===== config.mk =====
export PLATFORM = sky130hd
export DESIGN_NAME = hsv_to_rgb_converter_unit
export DESIGN_NICKNAME = d
export VERILOG_FILES = /design/src/rtl/hsvrgb_pkg.sv /design/src/rtl/hsvrgb_hue_split.sv /design/src/rtl/hsv_to_rgb_converter_unit.sv
export SDC_FILE = /design/constraint.sdc
export NUM_CORES = 1
export LEC_CHECK = 0
export BUFFER_PORTS_ARGS = -buffer_cell sky130_fd_sc_hd__buf_2
export CAP_MARGIN = 25
export CORE_MARGIN = 2
export CORE_UTILIZATION = 55
export CTS_CLUSTER_DIAMETER = 50
export DETAILED_ROUTE_END_ITERATION = 7
export PLACE_DENSITY = 0.73
export SLEW_MARGIN = 20
export SYNTH_ARGS = -nofsm -noshare
export SYNTH_HDL_FRONTEND = slang
export SYNTH_SLANG_ARGS = --single-unit
export TNS_END_PERCENT = 100

===== constraint.sdc =====
create_clock -name clock -period 7.85 [get_ports clock]
set_input_delay 0 -clock clock [delete_from_list [all_inputs] [get_ports clock]]
set_output_delay 0 -clock clock [all_outputs]
set_load 0.03 [all_outputs]

===== src/rtl/hsvrgb_pkg.sv =====
`timescale 1ns / 1ps
// ----------------------------------------------------------------------------
// HSV to RGB converter package
// Pixel types, hue sector codes and fixed-point constants shared by the
// converter modules.
// ----------------------------------------------------------------------------
package hsvrgb_pkg;

   typedef struct packed {
      logic [8:0] hue;
      logic [7:0] saturation;
      logic [7:0] brightness;
   } hsv_type;

   typedef struct packed {
      logic [7:0] red;
      logic [7:0] green;
      logic [7:0] blue;
   } rgb_type;

   typedef logic [2:0] sector_type;

   // Hue sectors of 60 degrees each, named after the color at their start.
   localparam sector_type SEC_RED     = 3'd0;
   localparam sector_type SEC_YELLOW  = 3'd1;
   localparam sector_type SEC_GREEN   = 3'd2;
   localparam sector_type SEC_CYAN    = 3'd3;
   localparam sector_type SEC_BLUE    = 3'd4;
   localparam sector_type SEC_MAGENTA = 3'd5;

   localparam logic [8:0] DEG_FULL   = 9'd360;
   localparam logic [5:0] DEG_SECTOR = 6'd60;

   // Rounding offsets: half of the divisor.
   localparam logic [6:0]  HALF_BYTE   = 7'd127;
   localparam logic [4:0]  HALF_SECTOR = 5'd30;

   // floor(n / 60) = (n * DIV60_MUL) >> DIV60_SHIFT for every n below 23831.
   localparam logic [14:0] DIV60_MUL   = 15'd17477;
   localparam int          DIV60_SHIFT = 20;

   // First degree of each sector.
   localparam logic [8:0] SECTOR_BASE [6] = '{9'd0, 9'd60, 9'd120, 9'd180, 9'd240, 9'd300};

endpackage


===== src/rtl/hsvrgb_hue_split.sv =====
`timescale 1ns / 1ps
// ----------------------------------------------------------------------------
// Hue sector split
// Splits a hue below 360 degrees into its 60 degree sector and the ramp
// fraction of the secondary component within that sector.
// ----------------------------------------------------------------------------
module hsvrgb_hue_split
   import hsvrgb_pkg::*;
(
   input  logic [8:0]  hue,
   output sector_type  sector,
   output logic [5:0]  frac
);

   logic [8:0] base;
   logic [8:0] rem_wide;
   logic [5:0] rem;

   always_comb begin
      if (hue >= SECTOR_BASE[5]) begin
         sector = SEC_MAGENTA;
      end else if (hue >= SECTOR_BASE[4]) begin
         sector = SEC_BLUE;
      end else if (hue >= SECTOR_BASE[3]) begin
         sector = SEC_CYAN;
      end else if (hue >= SECTOR_BASE[2]) begin
         sector = SEC_GREEN;
      end else if (hue >= SECTOR_BASE[1]) begin
         sector = SEC_YELLOW;
      end else begin
         sector = SEC_RED;
      end
   end

   assign base     = SECTOR_BASE[sector];
   assign rem_wide = hue - base;
   assign rem      = rem_wide[5:0];

   // The secondary component rises in even sectors and falls in odd ones.
   assign frac = sector[0] ? (DEG_SECTOR - rem) : rem;

endmodule


===== src/rtl/hsv_to_rgb_converter_unit.sv =====
`timescale 1ns / 1ps
// ----------------------------------------------------------------------------
// HSV to RGB converter
// Five-stage pipeline that turns one hue/saturation/value pixel into an
// 8-bit red, green and blue pixel every clock.
// ----------------------------------------------------------------------------
// Usage:
// A pixel beat is taken on req_pixel at each rising edge where start is high
// and busy is low. The pipeline never backs up, so busy stays low and a new
// pixel may enter on every clock: throughput is one pixel per cycle.
// The result appears on rsp_pixel with rsp_valid high for exactly one cycle,
// once the pixel has passed through every stage. The stages are: hue wrap and the
// value times saturation product; chroma by a rounded divide by 255 and the
// hue sector split; chroma times ramp fraction and the offset; a rounded
// divide by 60 through a reciprocal multiply; sector channel select plus
// offset into the output register.
// The receiver cannot stall; every result is taken in its one cycle.
// A synchronous reset clears all stage valid bits, so pixels in flight are
// dropped and no result follows until new pixels are started.
// ----------------------------------------------------------------------------
module hsv_to_rgb_converter_unit
   import hsvrgb_pkg::*;
(
   input  logic    clock,
   input  logic    reset,
   input  logic    start,
   output logic    busy,
   input  hsv_type req_pixel,
   output logic    rsp_valid,
   output rgb_type rsp_pixel
);

   logic accept;

   // Stage 1
   logic        s1_valid_ff, s1_valid_in;
   logic [8:0]  s1_hue_ff, s1_hue_in;
   logic [15:0] s1_prod_ff, s1_prod_in;
   logic [7:0]  s1_val_ff, s1_val_in;

   // Stage 2
   logic        s2_valid_ff, s2_valid_in;
   logic [7:0]  s2_chroma_ff, s2_chroma_in;
   sector_type  s2_sector_ff, s2_sector_in;
   logic [5:0]  s2_frac_ff, s2_frac_in;
   logic [7:0]  s2_val_ff, s2_val_in;
   logic [16:0] s2_biased;
   logic [16:0] s2_quot;

   // Stage 3
   logic        s3_valid_ff, s3_valid_in;
   logic [13:0] s3_prod_ff, s3_prod_in;
   logic [7:0]  s3_chroma_ff, s3_chroma_in;
   logic [7:0]  s3_offset_ff, s3_offset_in;
   sector_type  s3_sector_ff, s3_sector_in;

   // Stage 4
   logic        s4_valid_ff, s4_valid_in;
   logic [7:0]  s4_x_ff, s4_x_in;
   logic [7:0]  s4_chroma_ff, s4_chroma_in;
   logic [7:0]  s4_offset_ff, s4_offset_in;
   sector_type  s4_sector_ff, s4_sector_in;
   logic [13:0] s4_biased;
   logic [28:0] s4_scaled;

   // Stage 5 (output)
   logic        s5_valid_ff, s5_valid_in;
   rgb_type     s5_pixel_ff, s5_pixel_in;
   logic [7:0]  s5_r, s5_g, s5_b;

   assign busy   = 1'b0;
   assign accept = start && !busy;

   // Stage 1: wrap the hue into 0..359 and form value times saturation.
   assign s1_valid_in = accept;
   assign s1_hue_in   = (req_pixel.hue >= DEG_FULL) ? (req_pixel.hue - DEG_FULL)
                                                    : req_pixel.hue;
   assign s1_prod_in  = req_pixel.brightness * req_pixel.saturation;
   assign s1_val_in   = req_pixel.brightness;

   // Stage 2: chroma = round(prod / 255) with the identity
   // floor(t / 255) = (t + (t >> 8) + 1) >> 8, exact for t below 65535.
   assign s2_biased    = {1'b0, s1_prod_ff} + {10'd0, HALF_BYTE};
   assign s2_quot      = (s2_biased + (s2_biased >> 8) + 17'd1) >> 8;
   assign s2_chroma_in = s2_quot[7:0];
   assign s2_valid_in  = s1_valid_ff;
   assign s2_val_in    = s1_val_ff;

   hsvrgb_hue_split u_hue_split (
      .hue    (s1_hue_ff),
      .sector (s2_sector_in),
      .frac   (s2_frac_in)
   );

   // Stage 3: chroma times ramp fraction, and the offset added to all channels.
   assign s3_valid_in  = s2_valid_ff;
   assign s3_prod_in   = s2_chroma_ff * s2_frac_ff;
   assign s3_chroma_in = s2_chroma_ff;
   assign s3_offset_in = s2_val_ff - s2_chroma_ff;
   assign s3_sector_in = s2_sector_ff;

   // Stage 4: secondary component = round(prod / 60) via a reciprocal multiply.
   assign s4_biased    = s3_prod_ff + {9'd0, HALF_SECTOR};
   assign s4_scaled    = s4_biased * DIV60_MUL;
   assign s4_x_in      = s4_scaled[DIV60_SHIFT +: 8];
   assign s4_valid_in  = s3_valid_ff;
   assign s4_chroma_in = s3_chroma_ff;
   assign s4_offset_in = s3_offset_ff;
   assign s4_sector_in = s3_sector_ff;

   // Stage 5: place chroma and the secondary component by sector, then add the offset.
   always_comb begin
      case (s4_sector_ff)
         SEC_RED: begin
            s5_r = s4_chroma_ff; s5_g = s4_x_ff;      s5_b = 8'd0;
         end
         SEC_YELLOW: begin
            s5_r = s4_x_ff;      s5_g = s4_chroma_ff; s5_b = 8'd0;
         end
         SEC_GREEN: begin
            s5_r = 8'd0;         s5_g = s4_chroma_ff; s5_b = s4_x_ff;
         end
         SEC_CYAN: begin
            s5_r = 8'd0;         s5_g = s4_x_ff;      s5_b = s4_chroma_ff;
         end
         SEC_BLUE: begin
            s5_r = s4_x_ff;      s5_g = 8'd0;         s5_b = s4_chroma_ff;
         end
         default: begin
            s5_r = s4_chroma_ff; s5_g = 8'd0;         s5_b = s4_x_ff;
         end
      endcase
   end

   assign s5_valid_in       = s4_valid_ff;
   assign s5_pixel_in.red   = s5_r + s4_offset_ff;
   assign s5_pixel_in.green = s5_g + s4_offset_ff;
   assign s5_pixel_in.blue  = s5_b + s4_offset_ff;

   always_ff @(posedge clock) begin
      if (reset) begin
         s1_valid_ff <= 1'b0;
         s2_valid_ff <= 1'b0;
         s3_valid_ff <= 1'b0;
         s4_valid_ff <= 1'b0;
         s5_valid_ff <= 1'b0;
      end else begin
         s1_valid_ff <= s1_valid_in;
         s2_valid_ff <= s2_valid_in;
         s3_valid_ff <= s3_valid_in;
         s4_valid_ff <= s4_valid_in;
         s5_valid_ff <= s5_valid_in;
      end
   end

   always_ff @(posedge clock) begin
      s1_hue_ff    <= s1_hue_in;
      s1_prod_ff   <= s1_prod_in;
      s1_val_ff    <= s1_val_in;
      s2_chroma_ff <= s2_chroma_in;
      s2_sector_ff <= s2_sector_in;
      s2_frac_ff   <= s2_frac_in;
      s2_val_ff    <= s2_val_in;
      s3_prod_ff   <= s3_prod_in;
      s3_chroma_ff <= s3_chroma_in;
      s3_offset_ff <= s3_offset_in;
      s3_sector_ff <= s3_sector_in;
      s4_x_ff      <= s4_x_in;
      s4_chroma_ff <= s4_chroma_in;
      s4_offset_ff <= s4_offset_in;
      s4_sector_ff <= s4_sector_in;
      s5_pixel_ff  <= s5_pixel_in;
   end

   assign rsp_valid = s5_valid_ff;
   assign rsp_pixel = s5_pixel_ff;

   // Every started beat comes out as a result beat.
   a_latency: assert property (@(posedge clock) disable iff (reset)
      accept |-> ##5 rsp_valid)
      else $error("accepted beat did not produce a result after five cycles");

   // The strongest channel always equals the brightness of the input beat.
   a_peak: assert property (@(posedge clock) disable iff (reset)
      rsp_valid |-> (rsp_pixel.red == $past(req_pixel.brightness, 5)
                  || rsp_pixel.green == $past(req_pixel.brightness, 5)
                  || rsp_pixel.blue == $past(req_pixel.brightness, 5)))
      else $error("no channel matches the input brightness");

   // Zero saturation gives a gray pixel.
   a_gray: assert property (@(posedge clock) disable iff (reset)
      (rsp_valid && $past(req_pixel.saturation, 5) == 8'd0)
      |-> (rsp_pixel.red == rsp_pixel.green && rsp_pixel.green == rsp_pixel.blue))
      else $error("unsaturated beat gave a non-gray result");

endmodule


==> impl_metrics.env <==
export IMPL_yosys_top_cells_count="ha_1 (186), inv_1 (158), dfxtp_1 (147)"
export IMPL_seq_area_frac_synth_pct=25.63
export IMPL_dp_worst_setup_slack_ns=2.098
export IMPL_pin_count=54
export IMPL_synth_top_family_by_area="adder cells"
export IMPL_antenna_cells=0
export IMPL_viasPerCell=5.376
export IMPL_cts_sinks=147
export IMPL_slowest_stage="fa_1"
export IMPL_ys_ff_latch=147
export IMPL_synthAdderAreaFrac_pct=35.00
export IMPL_drive_gt1_share_pct=8.410
export IMPL_slew_viol_final=0
export IMPL_critPathBufInv=3
export IMPL_syn_num_nets=1507
export IMPL_die_h_um=148.5
export IMPL_cts_tree="yes"
export IMPL_hpwlAfterDp_mm=17.51
export IMPL_holdPathStages=3
export IMPL_grt_pass1_wl_mm=39.03
export IMPL_drt_initial_drc_count=375
export IMPL_clock_latency_ns=0.43
export IMPL_start_util_pct=56.38
export IMPL_period_needed_ns=5.755
export IMPL_ant_nets=0
export IMPL_grt_busiest_layer="met2"
export IMPL_ys_flop_type="dfxtp_1"
export IMPL_htree_levels=4
export IMPL_synth_area_top_cells="dfxtp_1 (26%), ha_1 (20%), fa_1 (15%)"
export IMPL_numCtsBuffers=17
export IMPL_synthDistinctLibCells=71
export IMPL_worstRegToRegCells=20
export IMPL_yosys_area_share_simple_pct=13.81
export IMPL_required_ns=8.17
export IMPL_firstDrtPassIters=5
export IMPL_routed_wl_mm=22.31
export IMPL_design_core_area_um2=20360
export IMPL_vias=8484
export IMPL_outcome="finished clean"
export IMPL_met2_usage_pct=38.22
export IMPL_post_route_period_util_pct=73.31
export IMPL_gp_congestion=0.8891
export IMPL_port_buffers=52
export IMPL_grt_total_usage_pct=21.75
export IMPL_cts_post_setup_buffers_inserted=0
export IMPL_rsz0062_at_grt="false"
export IMPL_clock_root_buffer="clkbuf_16"
export IMPL_drv_cap=0
export IMPL_fin_nets=1593
export IMPL_hold_viol=0
export IMPL_rows=52
export IMPL_async_flop_share_pct=0
export IMPL_wire_per_inst_um=14.14
export IMPL_cp_depth=20
export IMPL_grt_overflow_total=0
export IMPL_syn_instance_count=1209
export IMPL_slew_headroom_pct=45.41
export IMPL_tns_ns=0
export IMPL_drc_errors=0
export IMPL_grt_pass1_vias=8627
export IMPL_clk_pin_slew_ns=0.07
export IMPL_cts_hold_buf=25
export IMPL_report_final_setup_viol=0
export IMPL_critPathArrivalTime_ns=6.08
export IMPL_met3_usage_pct=3.252
export IMPL_criticalPathCategory="reg -> reg"
export IMPL_clock_skew_ns=0.01433
export IMPL_endpoint_kind="flop"
export IMPL_synth_top_area_cell="dfxtp_1"
export IMPL_synth_edf_count=0
export IMPL_clk_path_buf_depth=2
export IMPL_avgSynthCellArea_um2=9.497
export IMPL_worst_slew_pin_slew_ns=0.8178
export IMPL_synth_compound_area_share_pct=11.66
export IMPL_synthXorXnorAreaFrac_pct=7.551
export IMPL_crit_family="adder cells"
export IMPL_layout_setup_ws_ns=2.095
export IMPL_crit_path_max_incr_delay_ns=0.52
export IMPL_post_cts_resized_instances=0
export IMPL_muxShareOfSynthArea_pct=0.7628
export IMPL_yosysWarnings=0
export IMPL_synth_area_um2=11480
export IMPL_die_w_um=148.5
export IMPL_startpoint_type="flop"
export IMPL_hold_class="in -> reg"
export IMPL_use_met1_pct=27.65
export IMPL_yosysTopAreaCellShare_pct=25.63
export IMPL_dieArea_um2=22050
export IMPL_area_growth_pct=12.19
export IMPL_grt_max_degree=37
export IMPL_worstPathCellList="inv_1 -> ha_1 -> nor3b_2 -> nor4_1 -> xor2_1 -> ha_1 -> inv_1 -> fa_1 -> fa_1 -> inv_1 -> fa_1 -> fa_1 -> ha_1 -> a21oi_1 -> o21bai_1 -> a211oi_1 -> a31oi_1 -> or4_1 -> and2_1 -> o311a_1"
export IMPL_antenna_found_initial=0
export IMPL_synth_most_common_cell="ha_1"
export IMPL_worstPathMaxFanout=5
export IMPL_crit_top_cell="fa_1"
export IMPL_fmax_ghz=0.1738
[logic make-up after synthesis]
group,after synthesis
AOI/OAI and AO/OA,195
xor gates and xnor gates,99
adders and majority gates,271
buffers and inverters,169
DFF,147
muxes,8
other,1
and+or+nand+nor,319
[metal layers]
layer / part of all wire, % / up-vias
met4: 1.7 / 0
met3: 3.2 / 31
met5: 0 / -
met2: 50 / 176
met1: 45 / 4050
li1: - / 4227
[metrics by stage]
step                area [um^2]  hold WS, ns  instances  util (%)
finish                    12880      0.06064       1578     63.26
global route              12880      0.08499       1578     63.26
CTS                       12880      0.04266       1578     63.26
detailed placement        12040       0.1190       1521     59.14
global placement          12040       0.1179       1521     59.14
floorplan                 11480      0.02772       1209         -
[registers in the layout, summed over array words and instances, names as in the netlist, 3 cells and up]
name and count:
rsp_pixel 24, s1_hue_ff 9, s2_chroma_ff 8, s4_sector_ff 3
s3_chroma_ff 8, s4_offset_ff 8, s3_sector_ff 3, s4_chroma_ff 8
s3_offset_ff 8, s1_val_ff 8, s2_sector_ff 3, s2_val_ff 8
s1_prod_ff 16, s3_prod_ff 14, s4_x_ff 8, s2_frac_ff 6
[path summary, 6_finish.rpt]
| check | startpoint | end | slack (ns) |
|---|---|---|---|
| min | req_pixel[9] | s1_prod_ff[1] | 0.06 |
| min reg2reg | s3_chroma_ff[5] | s4_chroma_ff[5] | 0.32 |
| max reg2reg | s3_prod_ff[1] | s4_x_ff[7] | 2.09 |
| max | s3_prod_ff[1] | s4_x_ff[7] | 2.09 |
[worst reg2reg max path, delay by kind of cell, from the launching register on]
family	cells	cell delay (ns)
adders and majority gates	7	2.67
AOI/OAI and AO/OA	5	0.93
and+or+nand+nor	4	1.19
buffers and inverters	3	0.25
xor gates and xnor gates	1	0.30
DFF	1	0.33
[cell type report]
cell class	count	area, um^2
clock inverters	15	163.9
repair buffers	78	518.0
multi-input cells	893	7901
fillers	1680	7482
inverters	158	593.1
clock buffers	17	425.4
well taps	270	337.8
flip-flops and latches	147	2943
[cell usage in the layout (no fill, tap or decap), drive strengths merged, types with 5 or more instances in the layout]
| cell type | synthesis | routed |
|---|---|---|
| and2 | 59 | 59 |
| mux2 | 6 | 6 |
| a211oi | 5 | 5 |
| nor2 | 35 | 35 |
| dlygate4sd3 | 0 | 25 |
| xor2 | 35 | 35 |
| o21ai | 38 | 38 |
| a22o | 14 | 14 |
| clkbuf | 9 | 17 |
| xnor2 | 64 | 64 |
| nand2b | 8 | 8 |
| dfxtp | 147 | 147 |
| a21o | 19 | 19 |
| o21a | 7 | 7 |
| buf | 2 | 53 |
| a31oi | 7 | 7 |
| o21bai | 12 | 12 |
| nand2 | 142 | 142 |
| nand4 | 7 | 7 |
| clkinv | 0 | 6 |
| nor2b | 15 | 15 |
| nand3 | 13 | 13 |
| inv | 158 | 166 |
| fa | 84 | 84 |
| a21oi | 60 | 60 |
| ha | 186 | 186 |
| nor3 | 15 | 15 |
Power is left out: the tool's default activity adds up to more than one toggle a clock period on the data nets, which glitch-free logic cannot reach.
